### src/rtl/rsi_pkg.sv
// ----------------------------------------------------------------------------
// rsi_pkg
// Types, constants and helpers for the rectangle split / intersection block.
// ----------------------------------------------------------------------------
package rsi_pkg;

  localparam int COORD_BITS = 16;
  localparam int POS_BITS   = COORD_BITS + 2;
  localparam int NUM_SIDES  = 4;

  localparam logic [2:0] KIND_NONE   = 3'd0;
  localparam logic [2:0] KIND_LEFT   = 3'd1;
  localparam logic [2:0] KIND_RIGHT  = 3'd2;
  localparam logic [2:0] KIND_TOP    = 3'd3;
  localparam logic [2:0] KIND_BOTTOM = 3'd4;
  localparam logic [2:0] KIND_ISECT  = 3'd5;

  typedef logic signed [COORD_BITS-1:0] coord_t;
  typedef logic        [COORD_BITS-1:0] size_t;
  typedef logic signed [POS_BITS-1:0]   pos_t;

  typedef struct packed {
    coord_t base_x;
    coord_t base_y;
    size_t  base_width;
    size_t  base_height;
    coord_t other_x;
    coord_t other_y;
    size_t  other_width;
    size_t  other_height;
  } in_t;

  typedef struct packed {
    logic [2:0] piece_kind;
    coord_t     piece_x;
    coord_t     piece_y;
    size_t      piece_width;
    size_t      piece_height;
    logic       last_piece;
  } out_t;

  // Outside pieces in emit order, plus the closing result.
  typedef struct packed {
    logic [NUM_SIDES-1:0] mask;
    out_t                 left;
    out_t                 right;
    out_t                 top;
    out_t                 bottom;
    out_t                 isect;
  } piece_set_t;

  function automatic pos_t sext(input coord_t v);
    return {{(POS_BITS-COORD_BITS){v[COORD_BITS-1]}}, v};
  endfunction

  function automatic pos_t zext(input size_t v);
    return {{(POS_BITS-COORD_BITS){1'b0}}, v};
  endfunction

endpackage

### src/rtl/rsi_geom.sv
// ----------------------------------------------------------------------------
// rsi_geom
// Three-stage geometry pipeline: edge sums, edge compares, piece extents.
// ----------------------------------------------------------------------------
module rsi_geom (
  input  logic                clk,
  input  logic                rst_n,
  input  logic                in_valid,
  output logic                in_stall,
  input  rsi_pkg::in_t        in_data,
  output logic                set_valid,
  input  logic                set_stall,
  output rsi_pkg::piece_set_t set_data
);

  typedef struct packed {
    rsi_pkg::in_t item;
    rsi_pkg::pos_t br;
    rsi_pkg::pos_t bb;
    rsi_pkg::pos_t orr;
    rsi_pkg::pos_t ob;
  } s1_t;

  typedef struct packed {
    rsi_pkg::pos_t  bx;
    rsi_pkg::pos_t  by;
    rsi_pkg::pos_t  ox;
    rsi_pkg::pos_t  oy;
    rsi_pkg::pos_t  br;
    rsi_pkg::pos_t  bb;
    rsi_pkg::pos_t  orr;
    rsi_pkg::pos_t  ob;
    rsi_pkg::pos_t  ix;
    rsi_pkg::pos_t  iy;
    rsi_pkg::pos_t  re;
    rsi_pkg::pos_t  be;
    rsi_pkg::size_t oh;
    logic           f_left;
    logic           f_right;
    logic           f_top;
    logic           f_bottom;
    logic           hit;
  } s2_t;

  localparam int CB = rsi_pkg::COORD_BITS;

  logic                v1_r, v2_r, v3_r;
  logic                v1_nxt, v2_nxt, v3_nxt;
  logic                rdy1, rdy2, rdy3;
  s1_t                 s1_r, s1_nxt;
  s2_t                 s2_r, s2_nxt;
  rsi_pkg::piece_set_t s3_r, s3_nxt;

  assign rdy3     = !v3_r || !set_stall;
  assign rdy2     = !v2_r || rdy3;
  assign rdy1     = !v1_r || rdy2;
  assign in_stall = !rdy1;

  assign v1_nxt = rdy1 ? in_valid : v1_r;
  assign v2_nxt = rdy2 ? v1_r : v2_r;
  assign v3_nxt = rdy3 ? v2_r : v3_r;

  // stage 1: far edges
  always_comb begin
    s1_nxt.item = in_data;
    s1_nxt.br   = rsi_pkg::sext(in_data.base_x) + rsi_pkg::zext(in_data.base_width);
    s1_nxt.bb   = rsi_pkg::sext(in_data.base_y) + rsi_pkg::zext(in_data.base_height);
    s1_nxt.orr  = rsi_pkg::sext(in_data.other_x) + rsi_pkg::zext(in_data.other_width);
    s1_nxt.ob   = rsi_pkg::sext(in_data.other_y) + rsi_pkg::zext(in_data.other_height);
  end

  // stage 2: compares, clipped edges
  always_comb begin
    s2_nxt.bx       = rsi_pkg::sext(s1_r.item.base_x);
    s2_nxt.by       = rsi_pkg::sext(s1_r.item.base_y);
    s2_nxt.ox       = rsi_pkg::sext(s1_r.item.other_x);
    s2_nxt.oy       = rsi_pkg::sext(s1_r.item.other_y);
    s2_nxt.br       = s1_r.br;
    s2_nxt.bb       = s1_r.bb;
    s2_nxt.orr      = s1_r.orr;
    s2_nxt.ob       = s1_r.ob;
    s2_nxt.oh       = s1_r.item.other_height;
    s2_nxt.f_left   = s2_nxt.ox < s2_nxt.bx;
    s2_nxt.f_right  = s1_r.orr > s1_r.br;
    s2_nxt.f_top    = s2_nxt.oy < s2_nxt.by;
    s2_nxt.f_bottom = s1_r.ob > s1_r.bb;
    s2_nxt.hit      = (s1_r.br > s2_nxt.ox) && (s1_r.bb > s2_nxt.oy) &&
                      (s2_nxt.bx < s1_r.orr) && (s2_nxt.by < s1_r.ob);
    s2_nxt.ix       = s2_nxt.f_left   ? s2_nxt.bx : s2_nxt.ox;
    s2_nxt.iy       = s2_nxt.f_top    ? s2_nxt.by : s2_nxt.oy;
    s2_nxt.re       = s2_nxt.f_right  ? s1_r.br   : s1_r.orr;
    s2_nxt.be       = s2_nxt.f_bottom ? s1_r.bb   : s1_r.ob;
  end

  // stage 3: extents and piece records
  always_comb begin
    rsi_pkg::pos_t d_lw, d_rw, d_th, d_hh, d_iw, d_ih;
    d_lw = s2_r.bx - s2_r.ox;
    d_rw = s2_r.orr - s2_r.br;
    d_th = s2_r.by - s2_r.oy;
    d_hh = s2_r.ob - s2_r.bb;
    d_iw = s2_r.re - s2_r.ix;
    d_ih = s2_r.be - s2_r.iy;

    s3_nxt.mask = {s2_r.f_bottom, s2_r.f_top, s2_r.f_right, s2_r.f_left}
                  & {rsi_pkg::NUM_SIDES{s2_r.hit}};

    s3_nxt.left.piece_kind   = rsi_pkg::KIND_LEFT;
    s3_nxt.left.piece_x      = s2_r.ox[CB-1:0];
    s3_nxt.left.piece_y      = s2_r.oy[CB-1:0];
    s3_nxt.left.piece_width  = d_lw[CB-1:0];
    s3_nxt.left.piece_height = s2_r.oh;
    s3_nxt.left.last_piece   = 1'b0;

    s3_nxt.right.piece_kind   = rsi_pkg::KIND_RIGHT;
    s3_nxt.right.piece_x      = s2_r.br[CB-1:0];
    s3_nxt.right.piece_y      = s2_r.oy[CB-1:0];
    s3_nxt.right.piece_width  = d_rw[CB-1:0];
    s3_nxt.right.piece_height = s2_r.oh;
    s3_nxt.right.last_piece   = 1'b0;

    s3_nxt.top.piece_kind   = rsi_pkg::KIND_TOP;
    s3_nxt.top.piece_x      = s2_r.ix[CB-1:0];
    s3_nxt.top.piece_y      = s2_r.oy[CB-1:0];
    s3_nxt.top.piece_width  = d_iw[CB-1:0];
    s3_nxt.top.piece_height = d_th[CB-1:0];
    s3_nxt.top.last_piece   = 1'b0;

    s3_nxt.bottom.piece_kind   = rsi_pkg::KIND_BOTTOM;
    s3_nxt.bottom.piece_x      = s2_r.ix[CB-1:0];
    s3_nxt.bottom.piece_y      = s2_r.bb[CB-1:0];
    s3_nxt.bottom.piece_width  = d_iw[CB-1:0];
    s3_nxt.bottom.piece_height = d_hh[CB-1:0];
    s3_nxt.bottom.last_piece   = 1'b0;

    s3_nxt.isect.last_piece = 1'b1;
    if (s2_r.hit) begin
      s3_nxt.isect.piece_kind   = rsi_pkg::KIND_ISECT;
      s3_nxt.isect.piece_x      = s2_r.ix[CB-1:0];
      s3_nxt.isect.piece_y      = s2_r.iy[CB-1:0];
      s3_nxt.isect.piece_width  = d_iw[CB-1:0];
      s3_nxt.isect.piece_height = d_ih[CB-1:0];
    end else begin
      s3_nxt.isect.piece_kind   = rsi_pkg::KIND_NONE;
      s3_nxt.isect.piece_x      = '0;
      s3_nxt.isect.piece_y      = '0;
      s3_nxt.isect.piece_width  = '0;
      s3_nxt.isect.piece_height = '0;
    end
  end

  always_ff @(posedge clk) begin
    if (!rst_n) begin
      v1_r <= 1'b0;
      v2_r <= 1'b0;
      v3_r <= 1'b0;
    end else begin
      v1_r <= v1_nxt;
      v2_r <= v2_nxt;
      v3_r <= v3_nxt;
    end
  end

  always_ff @(posedge clk) begin
    if (rdy1 && in_valid) begin
      s1_r <= s1_nxt;
    end
    if (rdy2 && v1_r) begin
      s2_r <= s2_nxt;
    end
    if (rdy3 && v2_r) begin
      s3_r <= s3_nxt;
    end
  end

  assign set_valid = v3_r;
  assign set_data  = s3_r;

endmodule

### src/rtl/rsi_serial.sv
// ----------------------------------------------------------------------------
// rsi_serial
// Holds one item's piece set and issues its results one per cycle into the
// output register while the output register is not stalled.
// ----------------------------------------------------------------------------
module rsi_serial (
  input  logic                clk,
  input  logic                rst_n,
  input  logic                set_valid,
  output logic                set_stall,
  input  rsi_pkg::piece_set_t set_data,
  output logic                out_valid,
  input  logic                out_stall,
  output rsi_pkg::out_t       out_data
);

  localparam int NP = rsi_pkg::NUM_SIDES + 1;

  logic [NP-1:0] pend_r, pend_nxt;
  logic [NP-1:0] sel_bit, pend_emit;
  logic          out_valid_r, out_valid_nxt;
  rsi_pkg::out_t out_data_r, out_data_nxt;
  rsi_pkg::out_t pieces_r [NP];
  rsi_pkg::out_t piece_sel;
  logic          out_take, set_load;

  assign out_take = !out_valid_r || !out_stall;

  // lowest pending piece goes first: left, right, top, bottom, closing
  always_comb begin
    sel_bit   = '0;
    piece_sel = pieces_r[NP-1];
    priority if (pend_r[0]) begin
      sel_bit[0] = 1'b1;
      piece_sel  = pieces_r[0];
    end else if (pend_r[1]) begin
      sel_bit[1] = 1'b1;
      piece_sel  = pieces_r[1];
    end else if (pend_r[2]) begin
      sel_bit[2] = 1'b1;
      piece_sel  = pieces_r[2];
    end else if (pend_r[3]) begin
      sel_bit[3] = 1'b1;
      piece_sel  = pieces_r[3];
    end else if (pend_r[4]) begin
      sel_bit[4] = 1'b1;
      piece_sel  = pieces_r[4];
    end else begin
      piece_sel = pieces_r[NP-1];
    end
  end

  assign pend_emit = out_take ? (pend_r & ~sel_bit) : pend_r;
  assign set_stall = (pend_emit != '0);
  assign set_load  = set_valid && (pend_emit == '0);
  assign pend_nxt  = set_load ? {1'b1, set_data.mask} : pend_emit;

  assign out_valid_nxt = out_take ? (pend_r != '0) : out_valid_r;
  assign out_data_nxt  = (out_take && (pend_r != '0)) ? piece_sel : out_data_r;

  always_ff @(posedge clk) begin
    if (!rst_n) begin
      pend_r      <= '0;
      out_valid_r <= 1'b0;
    end else begin
      pend_r      <= pend_nxt;
      out_valid_r <= out_valid_nxt;
    end
  end

  always_ff @(posedge clk) begin
    out_data_r <= out_data_nxt;
    if (set_load) begin
      pieces_r[0] <= set_data.left;
      pieces_r[1] <= set_data.right;
      pieces_r[2] <= set_data.top;
      pieces_r[3] <= set_data.bottom;
      pieces_r[4] <= set_data.isect;
    end
  end

  assign out_valid = out_valid_r;
  assign out_data  = out_data_r;

endmodule

### src/rtl/rect_split_intersection_top.sv
// An item's first result passes the geometry stages, the pending-piece register and the
// output register. Results leave one per cycle while out_stall is low; an item gives one
// result per outside piece plus the closing one, issued by the single output register.
// Geometry pipeline takes a new transaction every cycle while the issue stage has room.
// Reset (rst_n low, synchronous) empties every pipeline stage and the output register.
// ----------------------------------------------------------------------------
// rect_split_intersection_top
// Splits an other rectangle against a base into outside pieces and overlap.
// ----------------------------------------------------------------------------
module rect_split_intersection_top (
  input  logic          clk,
  input  logic          rst_n,
  input  logic          in_valid,
  output logic          in_stall,
  input  rsi_pkg::in_t  in_data,
  output logic          out_valid,
  input  logic          out_stall,
  output rsi_pkg::out_t out_data
);

  logic                set_valid;
  logic                set_stall;
  rsi_pkg::piece_set_t set_data;

  rsi_geom u_geom (
    .clk       (clk),
    .rst_n     (rst_n),
    .in_valid  (in_valid),
    .in_stall  (in_stall),
    .in_data   (in_data),
    .set_valid (set_valid),
    .set_stall (set_stall),
    .set_data  (set_data)
  );

  rsi_serial u_serial (
    .clk       (clk),
    .rst_n     (rst_n),
    .set_valid (set_valid),
    .set_stall (set_stall),
    .set_data  (set_data),
    .out_valid (out_valid),
    .out_stall (out_stall),
    .out_data  (out_data)
  );

endmodule

### config.mk
export PLATFORM = sky130hd
export DESIGN_NAME = rect_split_intersection_top
export DESIGN_NICKNAME = d
export VERILOG_FILES = /design/src/rtl/rsi_pkg.sv /design/src/rtl/rsi_geom.sv /design/src/rtl/rsi_serial.sv /design/src/rtl/rect_split_intersection_top.sv
export SDC_FILE = /design/constraint.sdc
export NUM_CORES = 1
export LEC_CHECK = 0
export ABC_AREA = 1
export BUFFER_PORTS_ARGS = -buffer_cell sky130_fd_sc_hd__buf_2
export CORE_MARGIN = 1
export CORE_UTILIZATION = 45
export CTS_BUF_LIST = sky130_fd_sc_hd__clkbuf_2 sky130_fd_sc_hd__clkbuf_4 sky130_fd_sc_hd__clkbuf_8
export CTS_CLUSTER_DIAMETER = 80
export CTS_CLUSTER_SIZE = 30
export DETAILED_ROUTE_END_ITERATION = 8
export PLACE_DENSITY_LB_ADDON = 0.3
export SYNTH_ARGS = -nofsm -noshare
export SYNTH_HDL_FRONTEND = slang
export SYNTH_SLANG_ARGS = --single-unit
### constraint.sdc
create_clock -name clk -period 20.9 [get_ports clk]
set_input_delay 4.18 -clock clk [delete_from_list [all_inputs] [get_ports clk]]
set_output_delay 4.18 -clock clk [all_outputs]
set_load 0.01 [all_outputs]
==> key figures, run 1 <==
Pwr
  • Gate power share: 0.156
  • Sw Share: 0.276
  • Sequential share of power: 0.617
  • NetSw: about 1.0 mW
  • Pwr dens: around 80 nW/um^2
  • Pint: between 2 and 3 mW
  • Leakage: about 19 nW
  • Power share of the clock group: 0.227
  • Final Power: between 3 and 4 mW
  • VDD IR max: 0.0000414 V

STA
  • Fmax: about 100 MHz
  • Slew HR: 0.270
  • # setup viols final: 0
  • Max-slew violation count: 0
  • Slew at the pin closest to its max-slew limit: 1.08 ns
  • Final Skew: about 0.063 ns
  • Minimum clock period: approximately 9.7 ns
  • RSZ-0062 raised after global routing: no
  • TNS Setup: 0 ns
  • Final hold vios: 0
  • Part of the cycle the worst path needs: 0.463

CTS
  • CTS Root Cell: clkbuf_8
  • Clock transition at the registers of the reported paths: between 0.15 and 0.2 ns
  • Post-CTS Hold Buffers: 0
  • Clk buf depth: 3
  • CTS sink count: ~930
  • Num CTS Buffers: 41
  • CTS resizes: 0
  • Clk Latency, worst-skew pair: ~0.73 ns
  • Post-CTS setup buffers: 0
  • TritonCTS clock tree: yes
  • H-tree lvl count: 2

Floorplan
  • Die X: 309 um
  • Die ar.: between 90000 and 100000 sq um
  • Initial core utilization: 0.455
  • Cell Rows: 112
  • # IOs: a little over 200
  • Die Ht: 309 um
  • Placeable Area: 93500 sq um

Outcome
  • Run status: completed

Logic synthesis
  • Syn nets: 3966
  • Ys flop type: edfxtp_1
  • Yosys cell types: 47
  • Most frequent cell after synthesis: edfxtp_1
  • Yosys top cell area share: 0.649
  • Area of the mapped netlist: approximately 43000 sq um
  • Asr flop ratio synth: 0
  • Number of synthesized flops with an enable pin: between 900 and 1k
  • Seq cells post-synth: around 930
  • Synth area leaders: edfxtp_1, ha_1, nand2_1, inv_1, a21oi_1
  • Top cells by count, synth: edfxtp_1, nand2_1, inv_1, ha_1, nor2_1
  • Syn Area/Cell: 12.0 sq um
  • Synth Warn #: 0
  • Register area share after synthesis: 0.653
  • Synth area leader: edfxtp_1
  • Cells after Synth: between 3k and 4k

Setup path
  • Worst Path Required: between 15 and 20 ns
  • Arrival time at the worst endpoint: ~5.5 ns
  • Worst-path cell chain: buf_2, nand2_1, inv_1, o21ai_0, nand3_1, nor2_1, nor2_1, nand3_2, inv_1, buf_2
  • Critical path capture point type: primary output
  • CP delay by family, top: simple AND/OR/NAND/NOR gates
  • Slowest-stage cell, CP: nor2_1
  • Max incr delay on CP: roughly 0.31 ns
  • Critical path peak fanout: 5
  • CP Launch Type: input pin
  • Crit path buffers/inverters: 4
  • CP Class: in -> out

Route
  • Drt total wl: 96.8 mm
  • Top Metal Used: met5
  • Met2 wire length: approximately 42 mm
  • Routed vias: 25.9k
  • Routed wire per std cell: 19.3 um
  • DRC viols: 0
  • First DRT Iteration DRCs: 2483
  • Drt pass-1 iters: 5
  • Vias per inst: about 5.2
  • Met3 WL: around 6 mm
  • WL met1: between 40 and 50 mm
  • Antenna Nets Post-Route: 0

GRT
  • GRT Overall Usage: 0.200
  • GR Overflow Total: 0
  • Number of global-route vias before repair: roughly 25k
  • First-pass GRT wire length: 144 mm
  • Largest net degree at the start of global routing: 167
  • Initial antenna violation count: 11

Placed design
  • # port buffers: roughly 200
  • Gpl congestion: 0.916
  • DP HPWL: between 70 and 80 mm

Final layout
  • Multi-input combinational cell area: approximately 13000 sq um
  • Layout cells sized above 1: 0.0861
  • Layout Utilization: 0.492
  • Reg area: ~28000 sq um
  • Final-layout fill cell count: ~8.2k
  • Area grow syn2layout: 8.05%
  • Net count, final: approximately 4.2k

Flow run
  • Max Cap Violations: 0

Min path
  • Min-Delay Path Class: reg -> reg
-- metal layers --
layer / up-vias / global-route usage
li1: 12600 / -
met1: 12500 / 0.306
met2: 682 / 0.303
met3: 107 / 0.0279
met4: 16 / 0.0413
met5: - / 0
-- per-stage QoR --
step | hold slack, ns | cells | setup slack [ns] | area [sq um]
finish | 0.411 | 5024 | 11.23 | 46000
global route | 0.419 | 5023 | 11.04 | 46000
CTS | 0.416 | 5018 | 11.23 | 45900
detailed placement | 0.405 | 4946 | 11.23 | 45000
global placement | 0.400 | 4946 | 11.21 | 45000
floorplan | 0.400 | 3530 | 5.06 | 42500
-- logic make-up after synthesis --
| group | Yosys count | share of synthesized area |
|---|---|---|
| flip-flops | 928 | 0.653 |
| AND/OR/NAND/NOR | 1143 | 0.114 |
| AO/OA/AOI/OAI | 476 | 0.0655 |
| buffers and inverters | 551 | 0.0502 |
| adder cells (fa/ha/maj) | 304 | 0.0912 |
| XOR/XNOR | 128 | 0.0264 |
-- flip-flops by register name, indices dropped and copies added (netlist names) --
| signal | cells |
|---|---|
| u_geom.s1_r | 152 |
| u_geom.s2_r | 213 |
| u_geom.set_data | 245 |
| u_geom.set_valid | 1 |
| u_geom.v1_r | 1 |
| u_geom.v2_r | 1 |
| u_serial.out_data | 68 |
| u_serial.out_valid | 1 |
| u_serial.pend_r | 5 |
| u_serial.pieces_r | 241 |
-- layout by cell type (no fill, tap or decap), types with 7 or more instances in the layout --
cell,instances
a21boi_0,8
a21o_1,27
a21oi_1,220
a31oi_1,28
buf_2,201
buf_4,13
clkbuf_4,13
clkbuf_8,41
dfxtp_1,9
edfxtp_1,919
fa_1,10
ha_1,294
inv_1,492
nand2_1,673
nand3_1,113
nand3b_1,14
nand4_1,54
nor2_1,234
nor3_1,16
nor3b_1,8
o211ai_1,8
o21a_1,12
o21ai_0,84
o21ai_1,20
o21ai_2,7
o21bai_1,12
o311ai_0,40
xnor2_1,51
xor2_1,77
-- power groups by stage --
| stage | combinational [mW] | sequential (mW) | clock, mW |
|---|---|---|---|
| after floorplan | 0.408 | 2.27 | 0 |
| after global placement | 0.553 | 2.30 | 0 |
| after detailed placement | 0.569 | 2.30 | 0 |
| after CTS | 0.572 | 2.26 | 0.853 |
| after global routing | 0.648 | 2.27 | 0.903 |
| final | 0.571 | 2.26 | 0.831 |
-- final timing paths --
kind | from | to | slack (ns) | cells past startpoint
max | out_stall | in_stall | 11.23 | 10
min reg2reg | u_geom.set_data[63] | u_serial.pieces_r[0][335] | 0.41 | 0
max reg2reg | u_serial.pend_r[0] | u_geom.s2_r[79] | 16.57 | 10
min | u_geom.set_data[63] | u_serial.pieces_r[0][335] | 0.41 | 0
-- area by class of cell --
cell class              instances  area share
well taps                    1254      0.0341
flip-flops and latches        928       0.604
inverters                     498      0.0411
clock inverters                18     0.00632
clock buffers                  54      0.0144
multi-input cells            2051       0.275
repair buffers                215      0.0245
diodes                          6    0.000327
Power figures use the tool's default switching activity.
==> inputs of run 2 (changes only) <==
Clock period 20.9 ns to 9.95 ns, I/O delays scaled along.
==> run 2 against run 1 <==
- global-route usage is 0.17 points higher
- via count up 0.46%
- largest power group unchanged
- non-clock buffer count grew 2
- largest cell class unchanged
- critical path depth unchanged
- clock skew fell by 0.029 ns
- worst setup slack lost 6.6 ns
- first-iteration DRC count is 4.3% higher
==> key figures, run 2 (synthesis results as in run 1) <==
Setup path
  • Reg2reg end: u_serial.pieces_r[0][87]
  • Worst r2r src: u_serial.pend_r[2]
  • Worst Setup SP: out_stall
  • R2R setup slack: ~5.7 ns
  • FF-to-FF path depth: 8
  • CP Class: in -> out
  • Crit path capture: in_stall
  • Worst Path Required: approximately 8 ns
  • Critical path peak fanout: 5
  • Critical path capture point type: primary output
  • Arrival time at the worst endpoint: ~3.3 ns
  • CP Launch Type: input pin

Final layout
  • Max reg flops: 245
  • Fin cells: around 5.0k
  • Area grow syn2layout: 7.99%
  • Most frequent cells in the layout: edfxtp_1, nand2_1, inv_1
  • Net count, final: between 4k and 5k
  • Layout cells sized above 1: 0.0853
  • Commonest non-fill, non-tap cell in the layout: edfxtp_1

Floorplan
  • # IOs: about 200
  • Die ar.: 95700 sq um
  • Placeable Area: between 90000 and 100000 sq um
  • Initial core utilization: 0.455
  • Cell Rows: approximately 110
  • Die X: slightly above 300 um
  • Die Ht: between 300 and 400 um

STA
  • Fmax: between 150 and 200 MHz
  • Final hold vios: 0
  • Slew at the pin closest to its max-slew limit: about 1.1 ns
  • Final Skew: between 0.03 and 0.04 ns
  • Slew HR: 0.235
  • Setup ws final: approximately 4.7 ns
  • # setup viols final: 0
  • RSZ-0062 raised after global routing: no
  • Minimum clock period: about 5.3 ns
  • Max-slew violation count: 0
  • TNS Setup: 0 ns
  • Part of the cycle the worst path needs: 0.532

CTS
  • Clock transition at the registers of the reported paths: ~0.16 ns
  • CTS resizes: 0
  • H-tree lvl count: 2
  • Clk buf depth: 3
  • CTS sink count: 928
  • CTS Root Cell: clkbuf_8
  • Clk Latency, worst-skew pair: around 0.7 ns
  • Post-CTS Hold Buffers: 0
  • TritonCTS clock tree: yes
  • Post-CTS setup buffers: 0
  • Num CTS Buffers: between 40 and 50

Flow run
  • Max Cap Violations: 0

Route
  • Routed vias: around 26k
  • Antenna Nets Post-Route: 0
  • DRC viols: 0
  • First DRT Iteration DRCs: 2590
  • Drt total wl: 96.7 mm
  • Routed wire per std cell: just under 20 um
  • Vias per inst: about 5.2
  • Drt pass-1 iters: 5

Pwr
  • Pwr dens: about 170 nW/um^2
  • VDD IR max: roughly 0.000083 V
  • Leakage: ~19 nW

GRT
  • GR Overflow Total: 0
  • Initial antenna violation count: 10
  • Largest net degree at the start of global routing: 163
  • GRT Overall Usage: 0.202
  • First-pass GRT wire length: between 100 and 150 mm
  • Number of global-route vias before repair: 24.9k

Min path
  • Min-Delay Path Class: reg -> reg

Placed design
  • # port buffers: roughly 200
  • Cells after DPL: 4948
  • DP HPWL: 73.2 mm
  • Gpl congestion: around 0.88
  • Worst slack, placed: roughly 4.6 ns

Outcome
  • Run status: completed
run 2: cell types whose count changed in the layout (fill, tap and decap cells not counted), sizes merged:
cell / previous run / this run
buf: 215 / 217
bufinv: 4 / 3
clkbuf: 54 / 48
clkinv: 5 / 8
clkinvlp: 2 / 3
diode: 6 / 1
run 2: worst min-delay path by stage:
stage,start,endpoint,depth (start not counted)
after floorplan,u_geom.s1_r[77],u_geom.s2_r[10],0
after global placement,u_geom.set_data[3],u_serial.pieces_r[0][275],0
after detailed placement,u_geom.s1_r[81],u_geom.s2_r[14],0
after CTS,u_geom.set_data[312],u_serial.pieces_r[0][176],0
after global routing,u_geom.set_data[104],u_serial.pieces_r[0][240],0
final,u_geom.set_data[312],u_serial.pieces_r[0][176],0
run 2: report_power, final:
part | switching [mW] | internal (mW) | leakage (nW)
registers | 0.172 | 4.57 | 8.63
logic | 0.787 | 0.415 | 9.79
clock network | 1.18 | 0.550 | 0.465
run 2: layout make-up:
type | count | area, sq um
fillers | 8309 | 47500
flip-flops and latches | 928 | 27800
multi-input cells | 2051 | 12600
inverters | 498 | 1890
well taps | 1254 | 1570
repair buffers | 217 | 1130
clock buffers | 48 | 636
clock inverters | 21 | 302
diodes | 1 | 2.50
run 2: routing by layer:
metal  GRT usage  share of wire  vias up
met1       0.312           0.48    12500
li1            -              -    12600
met3      0.0258          0.070      110
met5           0        0.00084        -
met2       0.304           0.43      758
met4      0.0411          0.018       14
run 2: metrics by stage:
stage | cell area [sq um] | power (mW) | utilization | hold slack [ns]
floorplan | 42500 | 5.61 | - | 0.400
global placement | 45000 | 5.99 | 0.481 | 0.400
detailed placement | 45000 | 6.03 | 0.481 | 0.405
CTS | 45900 | 7.72 | 0.491 | 0.427
global route | 45900 | 8.03 | 0.491 | 0.424
finish | 45900 | 7.67 | 0.491 | 0.426
run 2: worst max-delay path, cell delays in order:
cell     delay [ns]
buf_2          0.08
nand2_1        0.09
inv_1          0.15
o21ai_0        0.12
nand3_1        0.12
nor2_1         0.06
nor2_1         0.31
nand3_2        0.15
inv_1          0.07
buf_2          0.14
==> inputs of run 3 (changes only) <==
Clock period 9.95 ns to 5.5 ns, I/O delays scaled along.
==> run 3 against run 2 <==
- sequential share of layout area shrank 0.14 points
- clock power grew 81%
- clock skew grew 0.024 ns
- sequential power grew 81%
- largest cell class unchanged
==> key figures, run 3 (synthesis results as in run 1) <==
CTS
  • CTS resizes: 0
  • Num CTS Buffers: 42
  • Clk buf depth: 3
  • Clk Latency, worst-skew pair: between 0.7 and 0.8 ns
  • TritonCTS clock tree: yes
  • CTS sink count: between 900 and 1k
  • Clock transition at the registers of the reported paths: between 0.15 and 0.2 ns
  • CTS Root Cell: clkbuf_8
  • Post-CTS setup buffers: 0
  • H-tree lvl count: 2
  • Post-CTS Hold Buffers: 0

Floorplan
  • Cell Rows: approximately 110
  • Die Ht: roughly 310 um
  • Die ar.: ~96000 sq um
  • Die X: ~310 um
  • # IOs: between 200 and 250
  • Placeable Area: between 90000 and 100000 sq um
  • Initial core utilization: 0.455

Route
  • Drt total wl: between 90 and 100 mm
  • Routed wire per std cell: roughly 19 um
  • Antenna Nets Post-Route: 0
  • Vias per inst: slightly above 5
  • First DRT Iteration DRCs: between 2k and 2.5k
  • Drt pass-1 iters: 5
  • DRC viols: 0
  • Routed vias: about 26k

Outcome
  • Run status: completed

Setup path
  • Critical path peak fanout: 41
  • Critical path capture point type: primary output
  • Worst Path Required: 4.40 ns
  • CP Launch Type: register
  • Arrival time at the worst endpoint: 3.23 ns
  • CP Class: reg -> out

Final layout
  • Fin cells: approximately 5k
  • Final-layout fill cell count: roughly 8.3k
  • Commonest non-fill, non-tap cell in the layout: edfxtp_1
  • Max reg flops: ~250
  • Multi-input combinational cell area: approximately 13000 sq um
  • Layout Utilization: 0.493
  • Layout cells sized above 1: 0.0882
  • Net count, final: 4172
  • Most frequent cells in the layout: edfxtp_1, nand2_1, inv_1
  • Reg area: about 28000 sq um
  • Area grow syn2layout: 8.24%
  • Cell area after layout: 46000 sq um

Pwr
  • Leakage: approximately 19 nW
  • Pwr dens: about 300 nW/um^2
  • VDD IR max: approximately 0.00018 V

GRT
  • Largest net degree at the start of global routing: roughly 210
  • Initial antenna violation count: 6
  • Number of global-route vias before repair: ~24k
  • First-pass GRT wire length: between 100 and 150 mm
  • GRT Overall Usage: 0.199
  • GR Overflow Total: 0

STA
  • RSZ-0062 raised after global routing: no
  • # setup viols final: 0
  • Slew HR: 0.293
  • Slew at the pin closest to its max-slew limit: between 1 and 1.5 ns
  • Final Skew: ~0.058 ns
  • Minimum clock period: 4.33 ns
  • Max-slew violation count: 0
  • Fmax: between 200 and 250 MHz
  • Part of the cycle the worst path needs: 0.788
  • Final hold vios: 0

Min path
  • Min-Delay Path Class: reg -> reg

Placed design
  • # port buffers: between 200 and 250
  • DP HPWL: between 70 and 80 mm
  • Placed cell areas: about 45000 sq um
  • Cells after DPL: 4946
  • Gpl congestion: 0.906

Flow run
  • Max Cap Violations: 0
==> run 3: changes by cell type in the layout (fill, tap and decap cells not counted), moves of 2 or more <==
cell / change
buf_12: +4
buf_4: -6
clkinv_1: -2
inv_6: +2
clkbuf_4: +7
o21ai_2: +2
nor2_1: -2
inv_12: -4
inv_8: +2
==> run 3: per-stage QoR <==
stage | worst slack, ns | setup TNS (ns) | total power [mW] | hold slack, ns
finish | 1.17 | 0 | 13.9 | 0.414
global placement | 1.55 | 0 | 10.8 | 0.400
global route | 0.830 | 0 | 14.5 | 0.410
detailed placement | 1.52 | 0 | 10.9 | 0.405
floorplan | -0.207 | -50.63 | 10.1 | 0.400
CTS | 1.04 | 0 | 13.9 | 0.407
==> run 3: area by class of cell <==
| cell class | count | share of cell area |
|---|---|---|
| antenna | 2 | 0.000109 |
| clock buffer | 54 | 0.0146 |
| clock inverter | 20 | 0.00641 |
| inverter | 498 | 0.0411 |
| multi-input combinational | 2051 | 0.275 |
| sequential | 928 | 0.603 |
| tap | 1254 | 0.0341 |
| timing repair buffer | 215 | 0.0252 |
==> run 3: critical path, cell delays in order (launching register included) <==
cell and delay (ns):
dfxtp_1 0.37, nor2_4 0.59, inv_2 0.56, o21ai_2 0.29, nand3_1 0.11, nor2_2 0.19, nor2_4 0.08, nand3_2 0.08
inv_1 0.07, buf_2 0.14
==> run 3: worst paths after layout <==
path         slack [ns]  depth (start not counted)                   endpoint                 start
max                1.17                          9                   in_stall    u_serial.pend_r[0]
min                0.41                          0  u_serial.pieces_r[0][238]  u_geom.set_data[102]
max reg2reg        1.58                         10           u_geom.s1_r[177]    u_serial.pend_r[0]
min reg2reg        0.41                          0  u_serial.pieces_r[0][238]  u_geom.set_data[102]
==> run 3: power breakdown <==
group	switching [mW]	internal, mW	leakage, nW	total, mW
logic	1.40	0.753	9.79	2.15
registers	0.326	8.27	8.63	8.60
clock network	2.13	0.992	0.487	3.12
total	3.85	10.0	18.9	13.9
==> run 3: metal layers <==
| layer | track usage | wire length [um] |
|---|---|---|
| met4 | 0.0451 | 1900 |
| met1 | 0.308 | 47200 |
| met5 | 0 | 8 |
| met3 | 0.0235 | 6070 |
| met2 | 0.300 | 41300 |
